==> config.mk <==
export PLATFORM = sky130hd
export DESIGN_NAME = priority_schedule_wait_times
export DESIGN_NICKNAME = d
export VERILOG_FILES = /design/src/psw_pkg.sv /design/src/psw_ram.sv /design/src/psw_div.sv /design/src/priority_schedule_wait_times.sv
export SDC_FILE = /design/constraint.sdc
export NUM_CORES = 1
export LEC_CHECK = 0
export ABC_AREA = 1
export BUFFER_PORTS_ARGS = -buffer_cell sky130_fd_sc_hd__buf_2
export CORE_MARGIN = 2
export CORE_UTILIZATION = 60
export CTS_BUF_LIST = sky130_fd_sc_hd__clkbuf_8
export DETAILED_ROUTE_END_ITERATION = 16
export GPL_ROUTABILITY_DRIVEN = 0
export PLACE_DENSITY = 0.83
export SLEW_MARGIN = 25
export SYNTH_ARGS = -nofsm -noshare
export SYNTH_HDL_FRONTEND = slang
export SYNTH_SLANG_ARGS = --single-unit
==> constraint.sdc <==
create_clock -name clock -period 15.4 [get_ports clock]
set_input_delay 3.08 -clock clock [delete_from_list [all_inputs] [get_ports clock]]
set_output_delay 3.08 -clock clock [all_outputs]
set_load 0.03 [all_outputs]
==> src/psw_pkg.sv <==
`timescale 1ns / 1ps
// shared types and constants of the priority scheduler
package psw_pkg;

   localparam int MAX_PROCESSES = 16;

   // count of stored processes, able to hold MAX_PROCESSES itself
   localparam int CNT_W = $clog2(MAX_PROCESSES + 1);
   // index into the process store
   localparam int IDX_W = (MAX_PROCESSES > 1) ? $clog2(MAX_PROCESSES) : 1;
   localparam int NUM_W = 5;
   localparam int EXT_W = (CNT_W > NUM_W) ? CNT_W : NUM_W;

   // running wait and turnaround, never below the 13 bit result fields
   localparam int SUM_RAW_W = $clog2(MAX_PROCESSES * 255 + 1);
   localparam int SUM_W = (SUM_RAW_W > 13) ? SUM_RAW_W : 13;
   // totals over the whole set
   localparam int TOT_RAW_W = $clog2(MAX_PROCESSES * MAX_PROCESSES * 255 + 1);
   localparam int TOT_W = (TOT_RAW_W > 13) ? TOT_RAW_W : 13;
   localparam int DIV_STEP_W = $clog2(TOT_W + 1);

   typedef struct packed {
      logic [7:0] burst_time;
      logic [7:0] priority_level;
      logic       last_process;
   } psw_req_type;

   typedef struct packed {
      logic [4:0]  process_number;
      logic [7:0]  burst_out;
      logic [11:0] waiting_time;
      logic [12:0] turnaround_time;
      logic [11:0] average_waiting;
      logic [12:0] average_turnaround;
      logic        last_result;
   } psw_rsp_type;

   typedef struct packed {
      logic [7:0]       prio;
      logic [7:0]       burst;
      logic [NUM_W-1:0] number;
   } psw_entry_type;

   typedef struct packed {
      logic             start;
      logic [CNT_W-1:0] divisor;
      logic [TOT_W-1:0] dividend_a;
      logic [TOT_W-1:0] dividend_b;
   } psw_div_req_type;

   typedef struct packed {
      logic             done;
      logic [TOT_W-1:0] quot_a;
      logic [TOT_W-1:0] quot_b;
   } psw_div_rsp_type;

   typedef enum logic [1:0] {
      ST_LOAD,
      ST_SCAN,
      ST_EMIT,
      ST_DIV
   } psw_state_type;

endpackage

==> src/psw_ram.sv <==
`timescale 1ns / 1ps
// generic single write port ram with registered read
module psw_ram #(
   parameter int WIDTH = 8,
   parameter int DEPTH = 16,
   parameter int AW = (DEPTH > 1) ? $clog2(DEPTH) : 1
) (
   input  logic             clock,
   input  logic             wr_en,
   input  logic [AW-1:0]    wr_addr,
   input  logic [WIDTH-1:0] wr_data,
   input  logic             rd_en,
   input  logic [AW-1:0]    rd_addr,
   output logic [WIDTH-1:0] rd_data
);

   logic [WIDTH-1:0] mem [DEPTH];
   logic [WIDTH-1:0] rd_data_ff;

   always_ff @(posedge clock) begin
      if (wr_en) begin
         mem[wr_addr] <= wr_data;
      end
   end

   always_ff @(posedge clock) begin
      if (rd_en) begin
         rd_data_ff <= mem[rd_addr];
      end
   end

   assign rd_data = rd_data_ff;

endmodule

==> src/psw_div.sv <==
`timescale 1ns / 1ps
// bit-serial restoring divider, two dividends over one shared divisor
module psw_div (
   input  logic                     clock,
   input  logic                     reset,
   input  psw_pkg::psw_div_req_type req,
   output psw_pkg::psw_div_rsp_type rsp
);
   import psw_pkg::*;

   logic [TOT_W-1:0]      num_a_ff, num_a_in;
   logic [TOT_W-1:0]      num_b_ff, num_b_in;
   logic [CNT_W-1:0]      rem_a_ff, rem_a_in;
   logic [CNT_W-1:0]      rem_b_ff, rem_b_in;
   logic [CNT_W-1:0]      den_ff, den_in;
   logic [DIV_STEP_W-1:0] step_ff, step_in;
   logic                  busy_ff, busy_in;
   logic                  done_ff, done_in;
   logic [CNT_W:0]        shift_a, shift_b, diff_a, diff_b;

   always_comb begin
      num_a_in = num_a_ff;
      num_b_in = num_b_ff;
      rem_a_in = rem_a_ff;
      rem_b_in = rem_b_ff;
      den_in   = den_ff;
      step_in  = step_ff;
      busy_in  = busy_ff;
      done_in  = done_ff;
      shift_a  = {rem_a_ff, num_a_ff[TOT_W-1]};
      shift_b  = {rem_b_ff, num_b_ff[TOT_W-1]};
      diff_a   = shift_a - {1'b0, den_ff};
      diff_b   = shift_b - {1'b0, den_ff};
      if (req.start) begin
         num_a_in = req.dividend_a;
         num_b_in = req.dividend_b;
         rem_a_in = '0;
         rem_b_in = '0;
         den_in   = req.divisor;
         step_in  = '0;
         busy_in  = 1'b1;
         done_in  = 1'b0;
      end else if (busy_ff) begin
         // quotient bits shift in from the bottom as the dividend leaves the top
         if (shift_a >= {1'b0, den_ff}) begin
            rem_a_in = diff_a[CNT_W-1:0];
            num_a_in = {num_a_ff[TOT_W-2:0], 1'b1};
         end else begin
            rem_a_in = shift_a[CNT_W-1:0];
            num_a_in = {num_a_ff[TOT_W-2:0], 1'b0};
         end
         if (shift_b >= {1'b0, den_ff}) begin
            rem_b_in = diff_b[CNT_W-1:0];
            num_b_in = {num_b_ff[TOT_W-2:0], 1'b1};
         end else begin
            rem_b_in = shift_b[CNT_W-1:0];
            num_b_in = {num_b_ff[TOT_W-2:0], 1'b0};
         end
         step_in = step_ff + DIV_STEP_W'(1);
         if (step_ff == DIV_STEP_W'(TOT_W - 1)) begin
            busy_in = 1'b0;
            done_in = 1'b1;
         end
      end
   end

   always_ff @(posedge clock) begin
      if (reset) begin
         busy_ff <= 1'b0;
         done_ff <= 1'b0;
         step_ff <= '0;
      end else begin
         busy_ff <= busy_in;
         done_ff <= done_in;
         step_ff <= step_in;
      end
   end

   always_ff @(posedge clock) begin
      num_a_ff <= num_a_in;
      num_b_ff <= num_b_in;
      rem_a_ff <= rem_a_in;
      rem_b_ff <= rem_b_in;
      den_ff   <= den_in;
   end

   assign rsp.done   = done_ff;
   assign rsp.quot_a = num_a_ff;
   assign rsp.quot_b = num_b_ff;

endmodule

==> src/priority_schedule_wait_times.sv <==
`timescale 1ns / 1ps
// top level of the non-preemptive priority scheduler
//
// Processes are loaded one per cycle (burst and priority) into a 16 entry store and are
// numbered from one in load order; the transfer flagged last_process closes the set, and a
// transfer arriving with the store full is dropped, though its last flag still closes the set.
// The block then selection-sorts the store by ascending priority, taking the first strict
// minimum among the remaining entries for each position, and hands out one result per process
// in that order with its waiting and turnaround times. The final result carries the truncated
// averages and last_result. Each sorted position walks the remaining entries once through the
// one read port of the store and then passes its result on to the output register; the last
// result instead waits for the bit-serial divider before it is handed over. req_ready is high
// only while loading.
module priority_schedule_wait_times (
   input  logic                 clock,
   input  logic                 reset,
   input  logic                 req_valid,
   output logic                 req_ready,
   input  psw_pkg::psw_req_type req_data,
   output logic                 rsp_valid,
   input  logic                 rsp_ready,
   output psw_pkg::psw_rsp_type rsp_data
);
   import psw_pkg::*;

   // control
   psw_state_type    state_ff, state_in;
   logic [CNT_W-1:0] count_ff, count_in;   // fill count while loading, set size after
   logic [CNT_W-1:0] pos_ff, pos_in;       // position being settled
   logic [CNT_W-1:0] scan_ff, scan_in;     // next store address to read
   logic             rd_vld_ff, rd_vld_in;
   logic [CNT_W-1:0] rd_idx_ff, rd_idx_in;
   logic             rsp_valid_ff, rsp_valid_in;

   // datapath
   psw_entry_type    min_ff, min_in;       // best entry found so far
   psw_entry_type    cur_ff, cur_in;       // entry that sat at the position
   logic [IDX_W-1:0] sel_ff, sel_in;
   logic [SUM_W-1:0] wait_ff, wait_in;
   logic [TOT_W-1:0] tot_wait_ff, tot_wait_in;
   logic [TOT_W-1:0] tot_tat_ff, tot_tat_in;
   psw_rsp_type      rsp_data_ff, rsp_data_in;

   // store ports
   logic             wr_en;
   logic [IDX_W-1:0] wr_addr;
   psw_entry_type    wr_data;
   logic             rd_en;
   logic [IDX_W-1:0] rd_addr;
   psw_entry_type    rd_data;

   psw_div_req_type  div_req;
   psw_div_rsp_type  div_rsp;

   // helpers
   logic             req_fire;
   logic             store_full;
   logic [EXT_W-1:0] num_ext;
   logic [CNT_W-1:0] n_m1;
   logic             rd_first;
   logic             take_new;
   logic             scan_done;
   logic             last_pos;
   logic             out_free;
   logic [SUM_W-1:0] tat;

   assign req_fire   = req_valid && req_ready;
   assign store_full = (count_ff == CNT_W'(MAX_PROCESSES));
   assign num_ext    = EXT_W'(count_ff) + EXT_W'(1);
   assign n_m1       = count_ff - CNT_W'(1);
   assign rd_first   = (rd_idx_ff == pos_ff);
   assign take_new   = rd_first || (rd_data.prio < min_ff.prio);
   assign scan_done  = (state_ff == ST_SCAN) && rd_vld_ff && (rd_idx_ff == n_m1);
   assign last_pos   = (pos_ff == n_m1);
   assign out_free   = !rsp_valid_ff || rsp_ready;
   assign tat        = wait_ff + SUM_W'(min_ff.burst);

   // running minimum over the entries coming back from the store
   always_comb begin
      min_in = min_ff;
      sel_in = sel_ff;
      cur_in = cur_ff;
      if (rd_vld_ff) begin
         if (take_new) begin
            min_in = rd_data;
            sel_in = rd_idx_ff[IDX_W-1:0];
         end
         if (rd_first) begin
            cur_in = rd_data;
         end
      end
   end

   // next state
   always_comb begin
      state_in = state_ff;
      unique case (state_ff)
         ST_LOAD: begin
            if (req_fire && req_data.last_process) begin
               state_in = ST_SCAN;
            end
         end
         ST_SCAN: begin
            if (scan_done) begin
               state_in = ST_EMIT;
            end
         end
         ST_EMIT: begin
            if (last_pos) begin
               state_in = ST_DIV;
            end else if (out_free) begin
               state_in = ST_SCAN;
            end
         end
         ST_DIV: begin
            if (div_rsp.done && out_free) begin
               state_in = ST_LOAD;
            end
         end
         default: state_in = ST_LOAD;
      endcase
   end

   // datapath and store control
   always_comb begin
      count_in     = count_ff;
      pos_in       = pos_ff;
      scan_in      = scan_ff;
      rd_vld_in    = 1'b0;
      rd_idx_in    = rd_idx_ff;
      wait_in      = wait_ff;
      tot_wait_in  = tot_wait_ff;
      tot_tat_in   = tot_tat_ff;
      rsp_data_in  = rsp_data_ff;
      rsp_valid_in = rsp_valid_ff && !rsp_ready;
      wr_en        = 1'b0;
      wr_addr      = count_ff[IDX_W-1:0];
      wr_data      = '{prio: req_data.priority_level, burst: req_data.burst_time,
                       number: num_ext[NUM_W-1:0]};
      rd_en        = 1'b0;
      rd_addr      = scan_ff[IDX_W-1:0];
      div_req      = '{start: 1'b0, divisor: count_ff, dividend_a: tot_wait_ff,
                       dividend_b: tot_tat_ff};
      unique case (state_ff)
         ST_LOAD: begin
            if (req_fire) begin
               // a transfer beyond the store is dropped
               if (!store_full) begin
                  wr_en    = 1'b1;
                  count_in = count_ff + CNT_W'(1);
               end
               if (req_data.last_process) begin
                  pos_in      = '0;
                  scan_in     = '0;
                  wait_in     = '0;
                  tot_wait_in = '0;
                  tot_tat_in  = '0;
               end
            end
         end
         ST_SCAN: begin
            if (scan_ff < count_ff) begin
               rd_en     = 1'b1;
               rd_vld_in = 1'b1;
               rd_idx_in = scan_ff;
               scan_in   = scan_ff + CNT_W'(1);
            end
            // the settled position is never read again, so only the chosen slot
            // takes the displaced entry
            if (scan_done) begin
               wr_en   = 1'b1;
               wr_addr = sel_in;
               wr_data = cur_in;
            end
         end
         ST_EMIT: begin
            rsp_data_in.process_number  = min_ff.number;
            rsp_data_in.burst_out       = min_ff.burst;
            rsp_data_in.waiting_time    = wait_ff[11:0];
            rsp_data_in.turnaround_time = tat[12:0];
            rsp_data_in.average_waiting    = '0;
            rsp_data_in.average_turnaround = '0;
            rsp_data_in.last_result     = 1'b0;
            if (last_pos) begin
               // final totals go straight into the divider, result waits for it
               tot_wait_in        = tot_wait_ff + TOT_W'(wait_ff);
               tot_tat_in         = tot_tat_ff + TOT_W'(tat);
               div_req.start      = 1'b1;
               div_req.dividend_a = tot_wait_in;
               div_req.dividend_b = tot_tat_in;
               rsp_data_in        = rsp_data_ff;
            end else if (out_free) begin
               rsp_valid_in = 1'b1;
               tot_wait_in  = tot_wait_ff + TOT_W'(wait_ff);
               tot_tat_in   = tot_tat_ff + TOT_W'(tat);
               wait_in      = tat;
               pos_in       = pos_ff + CNT_W'(1);
               scan_in      = pos_ff + CNT_W'(1);
            end else begin
               rsp_data_in = rsp_data_ff;
            end
         end
         ST_DIV: begin
            if (div_rsp.done && out_free) begin
               rsp_valid_in = 1'b1;
               rsp_data_in.process_number     = min_ff.number;
               rsp_data_in.burst_out          = min_ff.burst;
               rsp_data_in.waiting_time       = wait_ff[11:0];
               rsp_data_in.turnaround_time    = tat[12:0];
               rsp_data_in.average_waiting    = div_rsp.quot_a[11:0];
               rsp_data_in.average_turnaround = div_rsp.quot_b[12:0];
               rsp_data_in.last_result        = 1'b1;
               count_in = '0;
            end
         end
         default: begin
            rsp_valid_in = rsp_valid_ff;
         end
      endcase
   end

   always_ff @(posedge clock) begin
      if (reset) begin
         state_ff     <= ST_LOAD;
         count_ff     <= '0;
         pos_ff       <= '0;
         scan_ff      <= '0;
         rd_vld_ff    <= 1'b0;
         rsp_valid_ff <= 1'b0;
      end else begin
         state_ff     <= state_in;
         count_ff     <= count_in;
         pos_ff       <= pos_in;
         scan_ff      <= scan_in;
         rd_vld_ff    <= rd_vld_in;
         rsp_valid_ff <= rsp_valid_in;
      end
   end

   always_ff @(posedge clock) begin
      rd_idx_ff   <= rd_idx_in;
      min_ff      <= min_in;
      cur_ff      <= cur_in;
      sel_ff      <= sel_in;
      wait_ff     <= wait_in;
      tot_wait_ff <= tot_wait_in;
      tot_tat_ff  <= tot_tat_in;
      rsp_data_ff <= rsp_data_in;
   end

   // process store: priority, burst and load number side by side
   psw_ram #(
      .WIDTH ($bits(psw_entry_type)),
      .DEPTH (MAX_PROCESSES),
      .AW    (IDX_W)
   ) u_store (
      .clock   (clock),
      .wr_en   (wr_en),
      .wr_addr (wr_addr),
      .wr_data (wr_data),
      .rd_en   (rd_en),
      .rd_addr (rd_addr),
      .rd_data (rd_data)
   );

   // both averages from one serial pass
   psw_div u_div (
      .clock (clock),
      .reset (reset),
      .req   (div_req),
      .rsp   (div_rsp)
   );

   assign req_ready = (state_ff == ST_LOAD);
   assign rsp_valid = rsp_valid_ff;
   assign rsp_data  = rsp_data_ff;

endmodule
==> impl_metrics.py, run 1 <==
metrics = {
    "final_layout": {
        "n_fill_cell": 2857,
        "layout.nets": 2427,
        "fin_util_pct": 67.5,
        "final_common_cell": "edfxtp_1",
        "area_delta_synth_final_pct": 11.1,
        "final_cell_mix": "529 x edfxtp_1, 377 x nand2_1, 277 x nor2_1, 233 x o21ai_0, 181 x inv_1",
        "finalNonFillerCells": 2945,
        "drive_above_1_share_pct": 11.8,
        "diodes": 0,
    },
    "synth": {
        "ys_types": 46,
        "postSynthCellCount": 2241,
        "avgSynthCellArea_um2": 11.3,
        "synth_edf_count": 529,
        "synthFlopType": "edfxtp_1",
        "yosys_warnings": 0,
        "ys_seq_area_share_pct": 67.3,
        "async_reset_ff_share_pct": 0,
        "syn_nets": 2334,
        "syn_area_um2": 25400,
        "ys_ff_latch": 590,
    },
    "sta": {
        "period_needed_ns": 4.73,
        "relSlewSlack_pct": 26.1,
        "worst_pin_slew_ns": 1.11,
        "timing.final.crit_share_pct": 30.7,
        "drv_slew": 0,
        "hold_ws_ns": 0.419,
        "setup_tns_ns": 0,
        "hold_viol": 0,
        "max_freq_mhz": 211,
        "setup_viol": 0,
        "skew_ns": 0.0386,
        "rsz0062_at_grt": "no",
    },
    "pwr": {
        "peakVddDrop_mv": 0.191,
        "power_density_nw_per_um2": 198,
        "total_leakage_power_uw": 0.0108,
        "p_total_uw": 5600,
    },
    "global_route": {
        "grt_start_max_net_pins": 131,
        "overflow": 0,
        "antenna_found_initial": 1,
        "first_global_vias": 17500,
        "grt_first_pass_wirelength_mm": 95.4,
        "track_usage_pct": 28.3,
    },
    "cts": {
        "cts_hold_buf": 0,
        "clock_latency_ns": 0.67,
        "post-cts-setup-buffer-count": 0,
        "numCtsBuffers": 87,
        "h-tree-depth": 3,
        "cts_sinks": 590,
        "cts_resized": 0,
        "cts_tree": "yes",
        "cts_buffer_depth": 3,
        "path_clk_slew_ns": 0.07,
        "cts_root_buf": "clkbuf_8",
    },
    "place": {
        "port_buffers": 86,
        "dp_hpwl_mm": 39.2,
        "placed_cells": 2784,
    },
    "floorplan": {
        "core_area_um2": 41900,
        "io_pins": 87,
        "rows": 75,
        "dieArea_um2": 44000,
        "initial_core_util_pct": 60.7,
        "die_x_um": 210,
        "die_height_um": 210,
    },
    "setup_path": {
        "setup.worst_path.class": "register to output port",
        "critPathSlowestCell": "dfxtp_1",
        "cp_max_fo": 5,
        "crit_path_end_kind": "output port",
        "crit_required_ns": 12.32,
        "r2r_setup_slack_ns": 10.87,
        "path_cells": "inv_1, ha_1, buf_2",
        "startpoint_type": "register",
        "arrival_ns": 1.65,
        "critPathMaxStageDelay_ns": 0.35,
    },
    "drt": {
        "vias_per_cell": 6.13,
        "detail-route-antenna-nets": 0,
        "dr_total_vias": 18000,
        "drt_iter0_markers": 2430,
        "wire_per_inst_um": 21.1,
        "drtPass1Iterations": 6,
        "finalWirelength_mm": 62.1,
        "drc": 0,
    },
    "status": {
        "outcome": "completed",
    },
    "hold_path": {
        "hold_path_class": "register to register",
    },
    "run": {
        "maxCapViolCount": 0,
    },
}
-- area by class of cell --
class                           count  area, um2  area share (%)
Sequential cell                   590      17100            60.6
Multi-Input combinational cell   1391       7530            26.7
Clock buffer                       93       1280            4.53
Tap cell                          539        674            2.39
Inverter                          159        602            2.13
Timing Repair Buffer              105        581            2.06
Clock inverter                     68        458            1.62
-- cells by family after synthesis --
kind of cell / Yosys count / synth area share (%)
AOI/OAI and AO/OA: 478 / 10.8
xor gates and xnor gates: 31 / 1.07
adders and majority gates: 72 / 3.69
buffers and inverters: 260 / 4.14
DFF: 590 / 67.3
and+or+nand+nor: 810 / 13.0
-- critical path, delay by kind of cell (launching register included) --
family	cells	cell delay, ns
buffers and inverters	2	0.36
DFF	1	0.35
adders and majority gates	1	0.30
-- power breakdown --
| group | switching, uW | internal (uW) | total [uW] | leakage [uW] |
|---|---|---|---|---|
| Combinational | 1470 | 577 | 2050 | 0.00449 |
| Clock | 615 | 652 | 1270 | 0.00101 |
| Sequential | 159 | 2130 | 2290 | 0.00533 |
| Total | 2250 | 3350 | 5600 | 0.0108 |
-- through the flow --
stage          setup slack (ns)  cell area (um2)
2_1_floorplan              6.74            25400
3_3_place_gp              10.01            26400
3_5_place_dp               9.91            26400
4_1_cts                   10.58            28100
5_1_grt                   10.56            28200
6_report                  10.67            28200
-- path summary, 6_finish.rpt --
path                            startpoint                            end  cells after the start
setup reg to reg  count_ff[0]$_SDFFE_PP0P_  u_store.mem[12][16]$_DFFE_PP_                     14
hold / removal         min_ff[2]$_DFFE_PP_         rsp_data[61]$_DFFE_PP_                      0
hold reg to reg        min_ff[2]$_DFFE_PP_         rsp_data[61]$_DFFE_PP_                      0
setup / recovery  state_ff[1]$_SDFFE_PP0P_                      req_ready                      3
-- cells in the mapped netlist, drive strengths merged, types with 3 or more instances --
cell type  count  area share (%)
o21ai        243             4.8
xnor2          8            0.28
nand3b         4            0.12
nor2         301             4.6
o21bai         4            0.12
ha            67             3.3
clkbuf        67            0.99
a21boi         3           0.089
a22o          12            0.41
or2            3           0.074
buf           34            0.79
inv          157             2.3
o211ai         9            0.27
o221ai        34             1.2
o22ai         54             1.3
a21oi         86             1.7
dfxtp         61             4.8
nand2        383             5.7
fa             5            0.39
nand3         91             1.8
xor2          23            0.79
edfxtp       529              63
nor3           7            0.14
nand4         17            0.44
a211oi         6            0.18
a31oi         19            0.47
-- layer usage --
layer / vias up / wire length (um) / track usage (%)
met5: - / 25 / 0
met4: 2 / 3770 / 16.8
met3: 238 / 6160 / 5.28
met2: 1124 / 29300 / 45.4
met1: 8527 / 22800 / 36.4
li1: 8158 / - / -
-- flip-flops by register name, indices dropped and copies added, names as in the netlist, 13 cells and up --
register / count
wait_ff: 13
cur_ff: 21
rsp_data: 64
u_div.num_a_ff: 16
min_ff: 21
u_div.num_b_ff: 16
tot_tat_ff: 16
tot_wait_ff: 16
u_store.mem: 336
u_store.rd_data: 21
(Power assumes the default switching activity.)
==> run 2: changes to the inputs <==
CORE_UTILIZATION = 58   (was 60)
PLACE_DENSITY = 0.84   (was 0.83)
clock period = 4 ns   (was 15.4 ns; I/O delays follow)
==> impl_metrics.py, run 2 (same netlist as run 1, synthesis figures left out) <==
metrics = {
    "status": {
        "outcome": "completed",
    },
    "final_layout": {
        "diodes": 0,
        "final_common_cell": "edfxtp_1",
        "largest_reg_flops": 336,
        "area_delta_synth_final_pct": 11.6,
        "top_register": "u_store.mem",
        "drive_above_1_share_pct": 12.6,
        "final_cell_mix": "529 x edfxtp_1, 377 x nand2_1, 276 x nor2_1, 234 x o21ai_0, 179 x inv_1",
        "fin_util_pct": 65.7,
        "layout.nets": 2472,
    },
    "cts": {
        "cts_hold_buf": 0,
        "cts_tree": "yes",
        "path_clk_slew_ns": 0.06,
        "cts_sinks": 590,
        "h-tree-depth": 3,
        "clock_latency_ns": 0.67,
        "cts_root_buf": "clkbuf_8",
        "numCtsBuffers": 90,
        "cts_buffer_depth": 3,
    },
    "setup_path": {
        "arrival_ns": 4.06,
        "r2r_setup_slack_ns": 0.28,
        "crit_required_ns": 4.34,
        "setup.worst_path.class": "register to register",
        "cp_max_fo": 15,
        "startpoint_type": "register",
        "crit_path_end_kind": "register",
    },
    "global_route": {
        "grt_first_pass_wirelength_mm": 98.1,
        "track_usage_pct": 28.3,
        "antenna_found_initial": 0,
        "overflow": 0,
        "grt_start_max_net_pins": 121,
        "first_global_vias": 18100,
    },
    "floorplan": {
        "core_area_um2": 43200,
        "rows": 76,
        "initial_core_util_pct": 58.9,
        "die_x_um": 213,
        "io_pins": 87,
        "die_height_um": 213,
        "dieArea_um2": 45500,
    },
    "drt": {
        "wl_met2_mm": 31.0,
        "met1Wirelength_mm": 22.7,
        "detail-route-antenna-nets": 0,
        "dr_total_vias": 18500,
        "vias_per_cell": 6.11,
        "drt_iter0_markers": 2251,
        "drc": 0,
        "wl_met3_mm": 6.11,
        "top_layer_used": "met4",
        "wire_per_inst_um": 20.9,
        "finalWirelength_mm": 63.4,
        "drtPass1Iterations": 8,
    },
    "sta": {
        "drv_slew": 0,
        "hold_ws_ns": 0.453,
        "hold_viol": 0,
        "skew_ns": 0.0437,
        "max_freq_mhz": 269,
        "fin_ws_ns": 0.284,
        "relSlewSlack_pct": 31.8,
        "worst_pin_slew_ns": 1.02,
        "timing.final.crit_share_pct": 92.9,
        "period_needed_ns": 3.72,
        "setup_viol": 0,
    },
    "place": {
        "pre_cts_ws_ns": 0.175,
        "dp_hpwl_mm": 40.3,
        "port_buffers": 86,
    },
    "pwr": {
        "peakVddDrop_mv": 0.432,
        "total_leakage_power_uw": 0.0110,
        "power_density_nw_per_um2": 746,
    },
    "hold_path": {
        "hold_path_class": "register to register",
    },
    "run": {
        "maxCapViolCount": 0,
    },
}
[run 2: cell count changes in the layout (fill, tap and decap cells not counted), moves of 3 or more]
cell       change
clkinv_1      +12
a31oi_4        -6
nor2_4        -15
buf_12         +5
bufinv_16      -3
a31oi_1       +12
a31oi_2        -6
nor2_2        +16
buf_4         +39
[run 2: per-layer routing]
metal / vias to the layer above / track usage, %
met1: 8834 / 34.5
li1: 8248 / -
met3: 261 / 5.07
met5: - / 0
met2: 1202 / 47.6
met4: 0 / 16.3
[run 2: final timing paths]
path	start	endpoint	depth (start not counted)
worst max-delay path	u_store.rd_data[18]$_DFFE_PP_	u_store.mem[7][7]$_DFFE_PP_	13
worst min-delay path	cur_ff[15]$_DFF_P_	cur_ff[15]$_DFF_P_	2
worst max register to register	u_store.rd_data[18]$_DFFE_PP_	u_store.mem[7][7]$_DFFE_PP_	13
worst min register to register	cur_ff[15]$_DFF_P_	cur_ff[15]$_DFF_P_	2
[run 2: through the flow]
step	total power, uW	setup TNS (ns)	area [um2]	instances
after CTS	21000	0	28300	3037
after global placement	16000	0	26700	2872
after floorplan	14000	0	25400	2241
after global routing	22300	-0.00350	28400	3037
final	21200	0	28400	3037
after detailed placement	16400	0	26700	2872
[run 2: final cells by class]
class                      instances  area [um2]
clock inverter                    73         368
fill                            3053       14800
multi-input combinational       1391        7330
sequential                       590       17100
inverter                         159         606
timing repair buffer             147         951
clock buffer                      92        1270
tap                              585         732
[run 2: timing repair]
action | CTS | global route
setup buffers | 0 | 0
gates resized for setup | 0 | 3
endpoints found under the setup margin | 0 | 10
[run 2: power by group]
part,switching [uW],leakage [uW],internal (uW)
registers,681,0.00533,8180
clock network,2300,0.000945,2280
logic,5420,0.00471,2320
[run 2: critical path, stage by stage, from the launching register on]
cell	delay, ns
edfxtp_1	0.42
ha_1	0.33
a21oi_1	0.20
nor2_1	0.07
nor2_1	0.09
nand2_1	0.20
nand2_2	0.36
nand2_1	0.11
nand2_1	0.11
nand2_1	0.06
o21ai_1	0.12
nand2_1	0.21
nor2_2	0.75
buf_4	0.36
